$ cat config.mk
export PLATFORM = sky130hd
export DESIGN_NAME = superblock_free_block_pool
export DESIGN_NICKNAME = d
export VERILOG_FILES = /design/src/rtl/sbfp_pkg.sv /design/src/rtl/superblock_free_block_pool.sv /design/src/rtl/sbfp_link_mem.sv /design/src/rtl/sbfp_div.sv
export SDC_FILE = /design/constraint.sdc
export NUM_CORES = 2
export LEC_CHECK = 0
export BUFFER_PORTS_ARGS = -buffer_cell sky130_fd_sc_hd__buf_2
export CAP_MARGIN = 30
export CORE_ASPECT_RATIO = 1.25
export CORE_MARGIN = 4
export CORE_UTILIZATION = 35
export DETAILED_ROUTE_END_ITERATION = 6
export GPL_ROUTABILITY_DRIVEN = 0
export PLACE_DENSITY = 0.62
export SETUP_SLACK_MARGIN = 0.3
export SLEW_MARGIN = 20
export SYNTH_ARGS = -nofsm -noshare
export SYNTH_HDL_FRONTEND = slang
export SYNTH_SLANG_ARGS = --single-unit
$ cat constraint.sdc
create_clock -name aclk -period 5.9 [get_ports aclk]
set_input_delay 0.59 -clock aclk [delete_from_list [all_inputs] [get_ports aclk]]
set_output_delay 0.59 -clock aclk [all_outputs]
set_load 0.05 [all_outputs]
$ cat src/rtl/sbfp_pkg.sv
`timescale 1ns / 1ps
`default_nettype none

package sbfp_pkg;

    // Pool geometry
    localparam int SUPERBLOCK_BYTES = 8192;
    localparam int HEADER_BYTES     = 16;
    localparam int MAX_BLOCKS       = 256;
    localparam int HDR_SHIFT        = $clog2(HEADER_BYTES);
    localparam int UNITS            = SUPERBLOCK_BYTES / HEADER_BYTES;

    // Field widths
    localparam int SIZE_W     = 13;
    localparam int IDX_W      = 8;
    localparam int STATUS_W   = 2;
    localparam int OFFSET_W   = 13;
    localparam int CNT_W      = 9;
    localparam int UBYTES_W   = 14;
    localparam int PCT_W      = 7;

    // Internal widths
    localparam int ADDR_W     = $clog2(MAX_BLOCKS);
    localparam int LINK_W     = $clog2(MAX_BLOCKS + 1);
    localparam int PITCH_W    =
        $clog2((((1 << SIZE_W) - 1 + 2 * HEADER_BYTES - 1) / HEADER_BYTES) + 1);

    // Percent scaling and divider sizing
    localparam int PCT_SCALE  = 100;
    localparam int PCT_MULT_W = $clog2(PCT_SCALE + 1);
    localparam int DVD_W      = $clog2(PCT_SCALE * MAX_BLOCKS + 1);
    localparam int QUO_RAW_W  = $clog2(UNITS + 1);
    localparam int QUO_W      = ((QUO_RAW_W + 1) / 2) * 2;
    localparam int DIV_STEPS  = QUO_W / 2;
    localparam int DCNT_W     = $clog2(DIV_STEPS + 1);
    localparam int SH_W       = PITCH_W + QUO_W - 1;

    // Pool after reset
    localparam int RESET_SIZE  = 16;
    localparam int RESET_PITCH = (RESET_SIZE + 2 * HEADER_BYTES - 1) / HEADER_BYTES;
    localparam int RESET_RAW   = UNITS / RESET_PITCH;
    localparam int RESET_TOTAL = (RESET_RAW > MAX_BLOCKS) ? MAX_BLOCKS : RESET_RAW;

    // Request action codes
    localparam logic ACT_ALLOC = 1'b0;
    localparam logic ACT_FREE  = 1'b1;

    typedef enum logic [STATUS_W-1:0] {
        STATUS_OK,
        STATUS_EMPTY,
        STATUS_FULL,
        STATUS_BAD_INDEX
    } status_t;

    typedef enum logic [2:0] {
        ST_IDLE,
        ST_CFG_DIV,
        ST_READ,
        ST_CALC,
        ST_DIV,
        ST_DONE
    } state_t;

    typedef struct packed {
        logic              rd_en;
        logic [ADDR_W-1:0] rd_addr;
        logic              wr_en;
        logic [ADDR_W-1:0] wr_addr;
        logic [LINK_W-1:0] wr_data;
        logic              clear;
    } link_req_t;

    typedef struct packed {
        logic               start;
        logic [DVD_W-1:0]   dividend;
        logic [PITCH_W-1:0] divisor;
    } div_req_t;

endpackage

`default_nettype wire

$ cat src/rtl/superblock_free_block_pool.sv
// Superblock free-block pool: a LIFO free stack of equal blocks, linked
// through a next-link memory of one entry per block.
// Request channel (s_valid/s_ready): s_action 0 allocates the top block,
// 1 frees s_block_index. Every request gives one result on the m_ channel
// (m_valid/m_ready) with status, popped index and byte offset, free and
// total counts, used bytes and the used percentage.
// Configuration channel (cfg_valid/cfg_ready): cfg_data sets the payload
// size per block and rebuilds the stack with block 0 on top; the block
// count is worked out by the shared divider, and while it runs no request is
// taken.
// Each request pops or pushes against the link memory read (READ), forms the
// offset and used bytes (CALC), runs the 2-bit-a-cycle divider for the
// percentage (DIV) and loads the output register (DONE); a new request is
// taken only after that, back in IDLE.
// Reset (aresetn low, synchronous) restores the pool for a 16-byte size
// with every block free. A stalled receiver holds the result in the output
// register; the next request finishes its work and waits there until the
// output register frees.
`timescale 1ns / 1ps
`default_nettype none

module superblock_free_block_pool (
    input  wire logic                          aclk,
    input  wire logic                          aresetn,

    input  wire logic                          cfg_valid,
    output logic                               cfg_ready,
    input  wire logic [sbfp_pkg::SIZE_W-1:0]   cfg_data,

    input  wire logic                          s_valid,
    output logic                               s_ready,
    input  wire logic                          s_action,
    input  wire logic [sbfp_pkg::IDX_W-1:0]    s_block_index,

    output logic                               m_valid,
    input  wire logic                          m_ready,
    output logic [sbfp_pkg::STATUS_W-1:0]      m_status,
    output logic [sbfp_pkg::IDX_W-1:0]         m_alloc_index,
    output logic [sbfp_pkg::OFFSET_W-1:0]      m_alloc_offset,
    output logic [sbfp_pkg::CNT_W-1:0]         m_free_blocks,
    output logic [sbfp_pkg::CNT_W-1:0]         m_total_blocks,
    output logic [sbfp_pkg::UBYTES_W-1:0]      m_used_bytes,
    output logic [sbfp_pkg::PCT_W-1:0]         m_fullness_percent
);
    import sbfp_pkg::*;

    state_t state_reg, state_next;

    logic [LINK_W-1:0]   top_reg, top_next;
    logic [CNT_W-1:0]    fc_reg, fc_next;
    logic [CNT_W-1:0]    total_reg;
    logic [PITCH_W-1:0]  pitch_reg;

    logic                action_reg;
    logic [IDX_W-1:0]    idx_reg;
    status_t             status_reg, status_next;
    logic [LINK_W-1:0]   got_reg, got_next;
    logic [OFFSET_W-1:0] off_reg;
    logic [UBYTES_W-1:0] ub_reg;

    logic                m_valid_reg;
    status_t             m_status_reg;
    logic [IDX_W-1:0]    m_index_reg;
    logic [OFFSET_W-1:0] m_offset_reg;
    logic [CNT_W-1:0]    m_free_reg;
    logic [CNT_W-1:0]    m_total_reg;
    logic [UBYTES_W-1:0] m_ub_reg;
    logic [PCT_W-1:0]    m_pct_reg;

    logic                cfg_fire;
    logic                s_fire;
    logic                out_free;
    logic                cfg_done;
    logic                do_update;
    logic                do_calc;
    logic                out_load;
    logic                push_ok;

    logic [SIZE_W:0]                size_sum;
    logic [PITCH_W-1:0]             pitch_calc;
    logic [CNT_W-1:0]               used;
    logic [LINK_W+PITCH_W-1:0]      prod_off;
    logic [CNT_W+PITCH_W-1:0]       prod_used;
    logic [CNT_W+PCT_MULT_W-1:0]    pct_dvd;
    logic [OFFSET_W+HDR_SHIFT-1:0]  off_full;
    logic [UBYTES_W+HDR_SHIFT-1:0]  ub_full;
    logic [CNT_W-1:0]               total_calc;

    link_req_t           link_req;
    logic [LINK_W-1:0]   link;
    div_req_t            div_req;
    logic                div_busy;
    logic [QUO_W-1:0]    div_quo;

    sbfp_link_mem u_link_mem (
        .aclk    (aclk),
        .aresetn (aresetn),
        .req     (link_req),
        .rd_link (link)
    );

    sbfp_div u_div (
        .aclk     (aclk),
        .aresetn  (aresetn),
        .req      (div_req),
        .busy     (div_busy),
        .quotient (div_quo)
    );

    // Next state
    always_comb begin
        state_next = state_reg;
        unique case (state_reg)
            ST_IDLE: begin
                if (cfg_valid) begin
                    state_next = ST_CFG_DIV;
                end else if (s_valid) begin
                    state_next = ST_READ;
                end
            end
            ST_CFG_DIV: begin
                if (!div_busy) begin
                    state_next = ST_IDLE;
                end
            end
            ST_READ: state_next = ST_CALC;
            ST_CALC: state_next = ST_DIV;
            ST_DIV: begin
                if (!div_busy) begin
                    state_next = ST_DONE;
                end
            end
            ST_DONE: begin
                if (out_free) begin
                    state_next = ST_IDLE;
                end
            end
            default: state_next = ST_IDLE;
        endcase
    end

    // State outputs
    always_comb begin
        cfg_ready = 1'b0;
        s_ready   = 1'b0;
        cfg_done  = 1'b0;
        do_update = 1'b0;
        do_calc   = 1'b0;
        out_load  = 1'b0;
        unique case (state_reg)
            ST_IDLE: begin
                cfg_ready = 1'b1;
                s_ready   = !cfg_valid;
            end
            ST_CFG_DIV: cfg_done  = !div_busy;
            ST_READ:    do_update = 1'b1;
            ST_CALC:    do_calc   = 1'b1;
            ST_DIV:     ;
            ST_DONE:    out_load  = out_free;
            default:    ;
        endcase
    end

    assign cfg_fire = cfg_valid && cfg_ready;
    assign s_fire   = s_valid && s_ready;
    assign out_free = !m_valid_reg || m_ready;

    // Pitch in header units from the written size
    assign size_sum   = {1'b0, cfg_data} + (SIZE_W + 1)'(2 * HEADER_BYTES - 1);
    assign pitch_calc = size_sum[HDR_SHIFT +: PITCH_W];

    // Cap the block count
    assign total_calc = (div_quo > QUO_W'(MAX_BLOCKS)) ? CNT_W'(MAX_BLOCKS)
                                                        : div_quo[CNT_W-1:0];

    // Pop or push against the link read for the current top
    always_comb begin
        status_next = STATUS_OK;
        got_next    = '0;
        top_next    = top_reg;
        fc_next     = fc_reg;
        push_ok     = 1'b0;
        case (action_reg)
            ACT_ALLOC: begin
                if (fc_reg == '0) begin
                    status_next = STATUS_EMPTY;
                end else begin
                    got_next = top_reg;
                    top_next = (top_reg < LINK_W'(MAX_BLOCKS)) ? link : '0;
                    fc_next  = fc_reg - CNT_W'(1);
                end
            end
            ACT_FREE: begin
                if ({{(CNT_W - IDX_W){1'b0}}, idx_reg} >= total_reg) begin
                    status_next = STATUS_BAD_INDEX;
                end else if (fc_reg >= total_reg) begin
                    status_next = STATUS_FULL;
                end else begin
                    push_ok  = 1'b1;
                    top_next = {{(LINK_W - IDX_W){1'b0}}, idx_reg};
                    fc_next  = fc_reg + CNT_W'(1);
                end
            end
            default: ;
        endcase
    end

    // Offsets, used bytes and percent dividend
    always_comb begin
        used      = total_reg - fc_reg;
        prod_off  = got_reg * pitch_reg;
        prod_used = used * pitch_reg;
        pct_dvd   = used * PCT_MULT_W'(PCT_SCALE);
        off_full  = {prod_off[OFFSET_W-1:0], {HDR_SHIFT{1'b0}}};
        ub_full   = {prod_used[UBYTES_W-1:0], {HDR_SHIFT{1'b0}}};
    end

    // Link memory requests
    always_comb begin
        link_req.rd_en   = s_fire;
        link_req.rd_addr = top_reg[ADDR_W-1:0];
        link_req.wr_en   = do_update && push_ok;
        link_req.wr_addr = idx_reg[ADDR_W-1:0];
        link_req.wr_data = top_reg;
        link_req.clear   = cfg_fire;
    end

    // Divider requests: block count on rebuild, percent per request
    always_comb begin
        div_req.start = cfg_fire || do_calc;
        if (cfg_fire) begin
            div_req.dividend = DVD_W'(UNITS);
            div_req.divisor  = pitch_calc;
        end else begin
            div_req.dividend = pct_dvd[DVD_W-1:0];
            div_req.divisor  = {{(PITCH_W - CNT_W){1'b0}}, total_reg};
        end
    end

    // Control state and pool state
    always_ff @(posedge aclk) begin
        if (!aresetn) begin
            state_reg   <= ST_IDLE;
            top_reg     <= '0;
            fc_reg      <= CNT_W'(RESET_TOTAL);
            total_reg   <= CNT_W'(RESET_TOTAL);
            pitch_reg   <= PITCH_W'(RESET_PITCH);
            m_valid_reg <= 1'b0;
        end else begin
            state_reg <= state_next;
            if (cfg_fire) begin
                pitch_reg <= pitch_calc;
                top_reg   <= '0;
            end
            if (cfg_done) begin
                total_reg <= total_calc;
                fc_reg    <= total_calc;
            end
            if (do_update) begin
                top_reg <= top_next;
                fc_reg  <= fc_next;
            end
            if (out_load) begin
                m_valid_reg <= 1'b1;
            end else if (m_ready) begin
                m_valid_reg <= 1'b0;
            end
        end
    end

    // Request payload and result payload
    always_ff @(posedge aclk) begin
        if (s_fire) begin
            action_reg <= s_action;
            idx_reg    <= s_block_index;
        end
        if (do_update) begin
            status_reg <= status_next;
            got_reg    <= got_next;
        end
        if (do_calc) begin
            off_reg <= off_full[OFFSET_W-1:0];
            ub_reg  <= ub_full[UBYTES_W-1:0];
        end
        if (out_load) begin
            m_status_reg <= status_reg;
            m_index_reg  <= got_reg[IDX_W-1:0];
            m_offset_reg <= off_reg;
            m_free_reg   <= fc_reg;
            m_total_reg  <= total_reg;
            m_ub_reg     <= ub_reg;
            m_pct_reg    <= (total_reg == '0) ? '0 : div_quo[PCT_W-1:0];
        end
    end

    assign m_valid            = m_valid_reg;
    assign m_status           = m_status_reg;
    assign m_alloc_index      = m_index_reg;
    assign m_alloc_offset     = m_offset_reg;
    assign m_free_blocks      = m_free_reg;
    assign m_total_blocks     = m_total_reg;
    assign m_used_bytes       = m_ub_reg;
    assign m_fullness_percent = m_pct_reg;

endmodule

`default_nettype wire

$ cat src/rtl/sbfp_link_mem.sv
`timescale 1ns / 1ps
`default_nettype none

module sbfp_link_mem (
    input  wire logic                      aclk,
    input  wire logic                      aresetn,
    input  wire sbfp_pkg::link_req_t       req,
    output logic [sbfp_pkg::LINK_W-1:0]    rd_link
);
    import sbfp_pkg::*;

    logic [LINK_W-1:0]     ram [MAX_BLOCKS];
    logic [MAX_BLOCKS-1:0] valid_reg;
    logic [LINK_W-1:0]     rd_data_reg;
    logic                  rd_valid_reg;
    logic [ADDR_W-1:0]     rd_addr_reg;

    // Write and read the link array, read data registered
    always_ff @(posedge aclk) begin
        if (req.wr_en) begin
            ram[req.wr_addr] <= req.wr_data;
        end
        if (req.rd_en) begin
            rd_data_reg  <= ram[req.rd_addr];
            rd_valid_reg <= valid_reg[req.rd_addr];
            rd_addr_reg  <= req.rd_addr;
        end
    end

    // Track written entries; drop them all on rebuild
    always_ff @(posedge aclk) begin
        if (!aresetn || req.clear) begin
            valid_reg <= '0;
        end else if (req.wr_en) begin
            valid_reg[req.wr_addr] <= 1'b1;
        end
    end

    // Unwritten entry links to the next block
    assign rd_link = rd_valid_reg ? rd_data_reg
                                  : ({1'b0, rd_addr_reg} + LINK_W'(1));

endmodule

`default_nettype wire

$ cat src/rtl/sbfp_div.sv
`timescale 1ns / 1ps
`default_nettype none

module sbfp_div (
    input  wire logic                      aclk,
    input  wire logic                      aresetn,
    input  wire sbfp_pkg::div_req_t        req,
    output logic                           busy,
    output logic [sbfp_pkg::QUO_W-1:0]     quotient
);
    import sbfp_pkg::*;

    logic [SH_W-1:0]   rem_reg;
    logic [SH_W-1:0]   den_reg;
    logic [QUO_W-1:0]  quo_reg;
    logic [DCNT_W-1:0] cnt_reg;
    logic              busy_reg;

    logic              bit_hi;
    logic              bit_lo;
    logic [SH_W-1:0]   rem_mid;
    logic [SH_W-1:0]   den_half;
    logic [SH_W-1:0]   rem_end;

    // Two restoring steps per cycle
    always_comb begin
        bit_hi   = (rem_reg >= den_reg);
        rem_mid  = bit_hi ? (rem_reg - den_reg) : rem_reg;
        den_half = den_reg >> 1;
        bit_lo   = (rem_mid >= den_half);
        rem_end  = bit_lo ? (rem_mid - den_half) : rem_mid;
    end

    // Step counter
    always_ff @(posedge aclk) begin
        if (!aresetn) begin
            busy_reg <= 1'b0;
            cnt_reg  <= '0;
        end else if (req.start) begin
            busy_reg <= 1'b1;
            cnt_reg  <= DCNT_W'(DIV_STEPS);
        end else if (busy_reg) begin
            cnt_reg <= cnt_reg - DCNT_W'(1);
            if (cnt_reg == DCNT_W'(1)) begin
                busy_reg <= 1'b0;
            end
        end
    end

    // Remainder, shifted divisor and quotient
    always_ff @(posedge aclk) begin
        if (req.start) begin
            rem_reg <= {{(SH_W - DVD_W){1'b0}}, req.dividend};
            den_reg <= {req.divisor, {(QUO_W - 1){1'b0}}};
            quo_reg <= '0;
        end else if (busy_reg) begin
            rem_reg <= rem_end;
            den_reg <= den_reg >> 2;
            quo_reg <= {quo_reg[QUO_W-3:0], bit_hi, bit_lo};
        end
    end

    assign busy     = busy_reg;
    assign quotient = quo_reg;

endmodule

`default_nettype wire

After elaboration in Yosys (flattened, before gate mapping):

Memory sizes are Yosys's and may differ from the RTL's. A register that Yosys moved wholly into a read port is not among the register bits.
Cells that the tools add are included.
W data, S select, Z words.

* bitwise operators: 3
* magnitude comparators: 9
* add/sub/neg operators: 8
* eq/ne operators: 13
* reduce and logical (&&, ||, !) cells: 23
* multipliers: 3
* muxes and demuxes: 54

Operator list (count)
* $or A256 B256 Y256: 1
* $mux W9: 13
* $mux W19: 4
* $pmux W9 S2: 2
* $mux W15: 2
* $mux W25: 1
* $mux W3: 7
* $ge A19 B18 Y1: 1
* $ge A19 B19 Y1: 1
* $mux W1: 19
* $sub A19 B18 Y19: 1
* $sub A19 B19 Y19: 1
* $logic_not A9 Y1: 2
* $lt A8 B9 Y1 const B: 2
* $pmux W3 S6: 1
* $add A13 B5 Y14 const B: 1
* $mul A9 B5 Y13 const B: 1
* $ne A3 B3 Y1 const B: 4
* $reduce_and A4 Y1: 3
* $gt A10 B9 Y1 const B: 1
* $mul A9 B10 Y10: 1
* $mul A9 B10 Y9: 1
* $add A8 B1 Y9 const B: 1
* $add A9 B1 Y9 const B: 1
* 22 further kinds: 41

* bits of input ports: 27
* memories kept: 1
* logic and storage cells: 144
* bits in writable memories: 2304
* register bits after elaboration: 451
* output and inout port bits: 65

Memory list
* u_link_mem.ram: words 256, bits a word 9, read ports 1, clocked after memory_dff 1, write ports 1, RTL line sbfp_link_mem.sv:12 `logic [LINK_W-1:0] ram [MAX_BLOCKS];`

Logic depth before layout (Yosys ltp):

* depth after elaboration: 7
* mapped depth: 25
* depth with buffers taken out: 25

Hierarchy:

From an unflattened synthesis, not the netlist that was laid out.

* cells, all modules: 6581
* area, all modules: 113314.9 um^2

Modules (own cells, without submodules)
* sbfp_link_mem: area each 99724.4 um^2, cells an instance 5204, instances 1, sequential area each 74851.8 um^2
* superblock_free_block_pool: area each 9251.4 um^2, cells an instance 896, instances 1, sequential area each 3613.5 um^2
* sbfp_div: area each 4339.2 um^2, cells an instance 481, instances 1, sequential area each 1291.2 um^2

Worst setup path before layout:

Ideal clock, no wire load.

* path type: register to register
* start point: register top_reg[0]
* end point: register u_link_mem.rd_data_reg[0], read port of u_link_mem.ram, data pin
* library setup time: 0.266 ns
* path buffers: 3
* period minus slack after synthesis: 6.335 ns
* arrival: 6.069 ns
* stages on the path, launching flop included: 9
* required time: 5.634 ns
* slack: -0.435 ns
* path through: dfxtp_1 -> clkbuf_1 -> buf_2 -> buf_1 -> mux4_2 -> mux4_2 -> mux4_2 -> a22oi_1 -> nand2_1

RTL lines
* start, declared: RTL line superblock_free_block_pool.sv:49 `logic [LINK_W-1:0] top_reg, top_next;`
* start signal, assigned: RTL line superblock_free_block_pool.sv:260 `top_reg <= top_next;`
* end, declared: RTL line sbfp_link_mem.sv:14 `logic [LINK_W-1:0] rd_data_reg;`

Worst setup path in the final report:

* start point: register total_reg[0]
* end point: register ub_reg[13], data pin

* longest elaborated chain between the ends: 2

Ends and longest elaborated chain
* start, declared: RTL line superblock_free_block_pool.sv:51 `logic [CNT_W-1:0] total_reg;`
* start signal, assigned: RTL line superblock_free_block_pool.sv:246 `total_reg <= CNT_W'(RESET_TOTAL);`
* start signal, assigned: RTL line superblock_free_block_pool.sv:256 `total_reg <= total_calc;`
* $sub A9 B9 Y9: RTL line superblock_free_block_pool.sv:210 `used = total_reg - fc_reg;`
* $mul A9 B10 Y10: RTL line superblock_free_block_pool.sv:212 `prod_used = used * pitch_reg;`
* net prod_used[9]: RTL line superblock_free_block_pool.sv:83 `logic [CNT_W+PITCH_W-1:0] prod_used;`
* end signal, assigned: RTL line superblock_free_block_pool.sv:283 `ub_reg <= ub_full[UBYTES_W-1:0];`
* end, declared: RTL line superblock_free_block_pool.sv:59 `logic [UBYTES_W-1:0] ub_reg;`

The timed path passes the listed nets, and every way through them passes these cells.
A chain may end at the register's enable or synchronous reset.

==> impl_metrics.toml <==
[global_route]
grt-ovfl-total = 0
grt_pass1_wl_um = 397000
grt_usage = 0.159
first_global_vias = 58700
antenna_found_initial = 4
grt_start_max_net_pins = 257

[floorplanning]
die_area_um2 = 331000
io_pins = 92
die-height_um = 642
rows = 232
core_um2 = 320000
fp.dieW_um = 515
start_util = 0.352

[sta]
worstMarginPinSlew_ns = 1.11
fin_ws_ns = 0.342
min_period_over_period = 0.942
setup_tns_ns = 0
rsz0062_at_grt = "yes"
slew_viol_final = 0
hold_viol = 0
max_freq_mhz = 180
relSlewSlack = 0.260
finalCriticalPeriod_ns = 5.56
fin_skew_ns = 0.0556
setup_viol = 0

[power_and_ir_drop]
p_per_area_nw_per_um2 = 422
power_leakage_uw = 0.0400
ir_worst_vdd_mv = 0.349

[finish]
utilization = 0.401
nNetsFinal = 6559
area.growth.synth_to_final_pct = 14.0
stdcell_count = 10800
drive_gt1_frac = 0.249
final_common_cell = "edfxtp_1"
mostFrequentLayoutCells = "edfxtp_1 (2440), mux4_2 (840), nand2_1 (515), nor2_1 (346), dfxtp_1 (312)"
largest_reg_flops = 2304

[worst_setup_path]
crit_chain = "inv_2 -> ha_4 -> inv_2 -> fa_2 -> a211oi_2 -> or3_1 -> a31oi_2 -> or3_1 -> and2_4 -> nand2_4 -> fa_1 -> fa_1 -> fa_1 -> fa_2 -> inv_2 -> ha_4 -> nor2_4 -> a21oi_2 -> xnor2_1 -> xnor2_1 -> xnor3_1 -> xnor2_1"
worst_ep_required_time_ns = 6.48
critPathSlowestCell = "fa_2"
crit_family = "adder cells"
critPathLaunch = "total_reg[0]"
crit_path_max_incr_delay_ns = 0.59
start_kind = "flip-flop"
end_kind = "flip-flop"
cp_num_buf_inv = 3
worstPathArrival_ns = 6.13
critPathKind = "flip-flop to flip-flop"
r2r-start = "total_reg[0]"
cp_max_fo = 3

[synth]
synth-seq-cells = 2764
yosysUniqueCellTypes = 67
yosysTopAreaCell = "edfxtp_1"
synth_top_area_share = 0.651
syn-instance-count = 6083
synth_ff_type = "edfxtp_1"
synth_edf_count = 2440
yosys_warnings = 0
async_flop_share = 0
avgSynthCellArea_um2 = 18.5
synthesis.area_um2 = 113000
synth.area.top_cells = "edfxtp_1 (65%), mux4_2 (17%), dfxtp_1 (5.8%), nand2_1 (1.7%), ha_1 (1.4%)"
ys_seq_area_frac = 0.708

[detailed_routing]
vias = 56700
viasPerCell = 5.26
wl_per_cell_um = 24.8
drt_iter0_drc = 5349
drtPass1Iterations = 7
remaining_drc_errors = 1
antenna_left = 0
finalWirelength_um = 267000

[hold_path]
hold_class = "input port to flip-flop"
hold_start = "cfg_data[12]"

[placed_design]
hpwl_um = 172000
dpl.cell_count = 10200
post-place-ws_ns = 0.0517
io_buffers = 83

[clocking]
clkTransAtPathRegs_ns = 0.06
htree_levels = 5
cts_tree = "done"
cts_made_buffers = 279
clock_path_buffers = 4
root_buffer = "clkbuf_16"
clkSinkCount = 2764
clk_latency_ns = 0.86

[outcome]
violations = "design-rule violations"
outcome = "finished, violations left"

[job]
cap_violations = 0
[final timing paths]
| path | to | slack (ns) | cells after the start |
|---|---|---|---|
| min | pitch_reg[9] | 0.12 | 3 |
| min reg2reg | m_used_bytes[8] | 0.42 | 0 |
| max | ub_reg[13] | 0.34 | 22 |
| max reg2reg | ub_reg[13] | 0.34 | 22 |
[through the flow]
| stage | area (µm²) | hold WS [ns] | total power (µW) |
|---|---|---|---|
| 2_1_floorplan | 113000 | 0.400 | 32800 |
| 3_3_place_gp | 119000 | 0.406 | 36800 |
| 3_5_place_dp | 119000 | 0.405 | 37000 |
| 4_1_cts | 128000 | 0.0558 | 54500 |
| 5_1_grt | 128000 | 0.110 | 56700 |
| 6_report | 128000 | 0.121 | 54200 |
[logic make-up (layout without fill, tap and decap cells)]
kind of cell	count (synthesis)	in the layout	share of synthesized area
flip-flops	2764	2764	0.708
AND/OR/NAND/NOR	1089	1089	0.0406
multiplexers	886	886	0.172
AO/OA/AOI/OAI	565	565	0.0300
buffers and inverters	502	968	0.0180
adder cells (fa/ha/maj)	179	179	0.0233
XOR/XNOR	97	97	0.00767
other	1	10	0.0000333
[power breakdown]
part,internal [µW],switching (µW)
clock network,10200,7330
registers,22500,444
logic,5950,7790
total,38600,15600
[Yosys cell counts (6+ instances only)]
master    number
o221ai_1      14
nor2_1       354
o311a_1       14
o21a_1        12
nand3b_1       7
a22oi_1       24
nand2b_1       9
or3_1         12
a211oi_1      12
mux2_2        15
inv_1        149
edfxtp_1    2440
and2_1        60
a21o_1        22
and3_1        12
nand2_1      516
nor4_1         9
buf_4         19
nand4_1       10
dfxtp_1      324
nor3_1        29
mux4_2       840
xnor2_1       65
o21ai_0      304
a31oi_1       10
buf_2         59
nand3_1       42
nor2b_1       19
buf_1         31
o21bai_1       7
ha_1         128
mux2i_1       31
fa_1          51
xor2_1        31
a21oi_1       88
o22ai_1        6
clkbuf_1     243
[metal layers]
| metal | vias up | global-route usage | wire (µm) |
|---|---|---|---|
| met5 | - | 0 | 13 |
| met4 | 2 | 0.0554 | 9900 |
| met3 | 401 | 0.0236 | 13900 |
| met2 | 1647 | 0.277 | 138000 |
| met1 | 29900 | 0.201 | 105000 |
| li1 | 24700 | - | - |
[what timing repair did]
item,4_1_cts,5_1_grt
setup endpoints to repair,18,19
pin swaps,0,16
endpoints found under the hold margin,9,0
gates resized for setup,3,22
buffers inserted,0,3
hold buffers,9,0
[worst register-to-register path: cells and delay by family (launching register included)]
kind	cells	cell delay, ns
simple gates	5	0.83
flops	1	0.33
xor+xnor	4	0.69
compound gates	3	0.49
fa+ha+maj	7	2.83
buf+inv	3	0.15
[final cells by class]
| type | instances | area [µm²] |
|---|---|---|
| well taps | 4212 | 5270 |
| clock buffers | 345 | 7560 |
| inverters | 150 | 563 |
| diodes | 2 | 5.00 |
| flip-flops and latches | 2764 | 79800 |
| fillers | 28400 | 192000 |
| repair buffers | 334 | 2800 |
| clock inverters | 139 | 1360 |
| multi-input cells | 2824 | 31000 |
No activity file was read; power rests on OpenSTA's default activity.
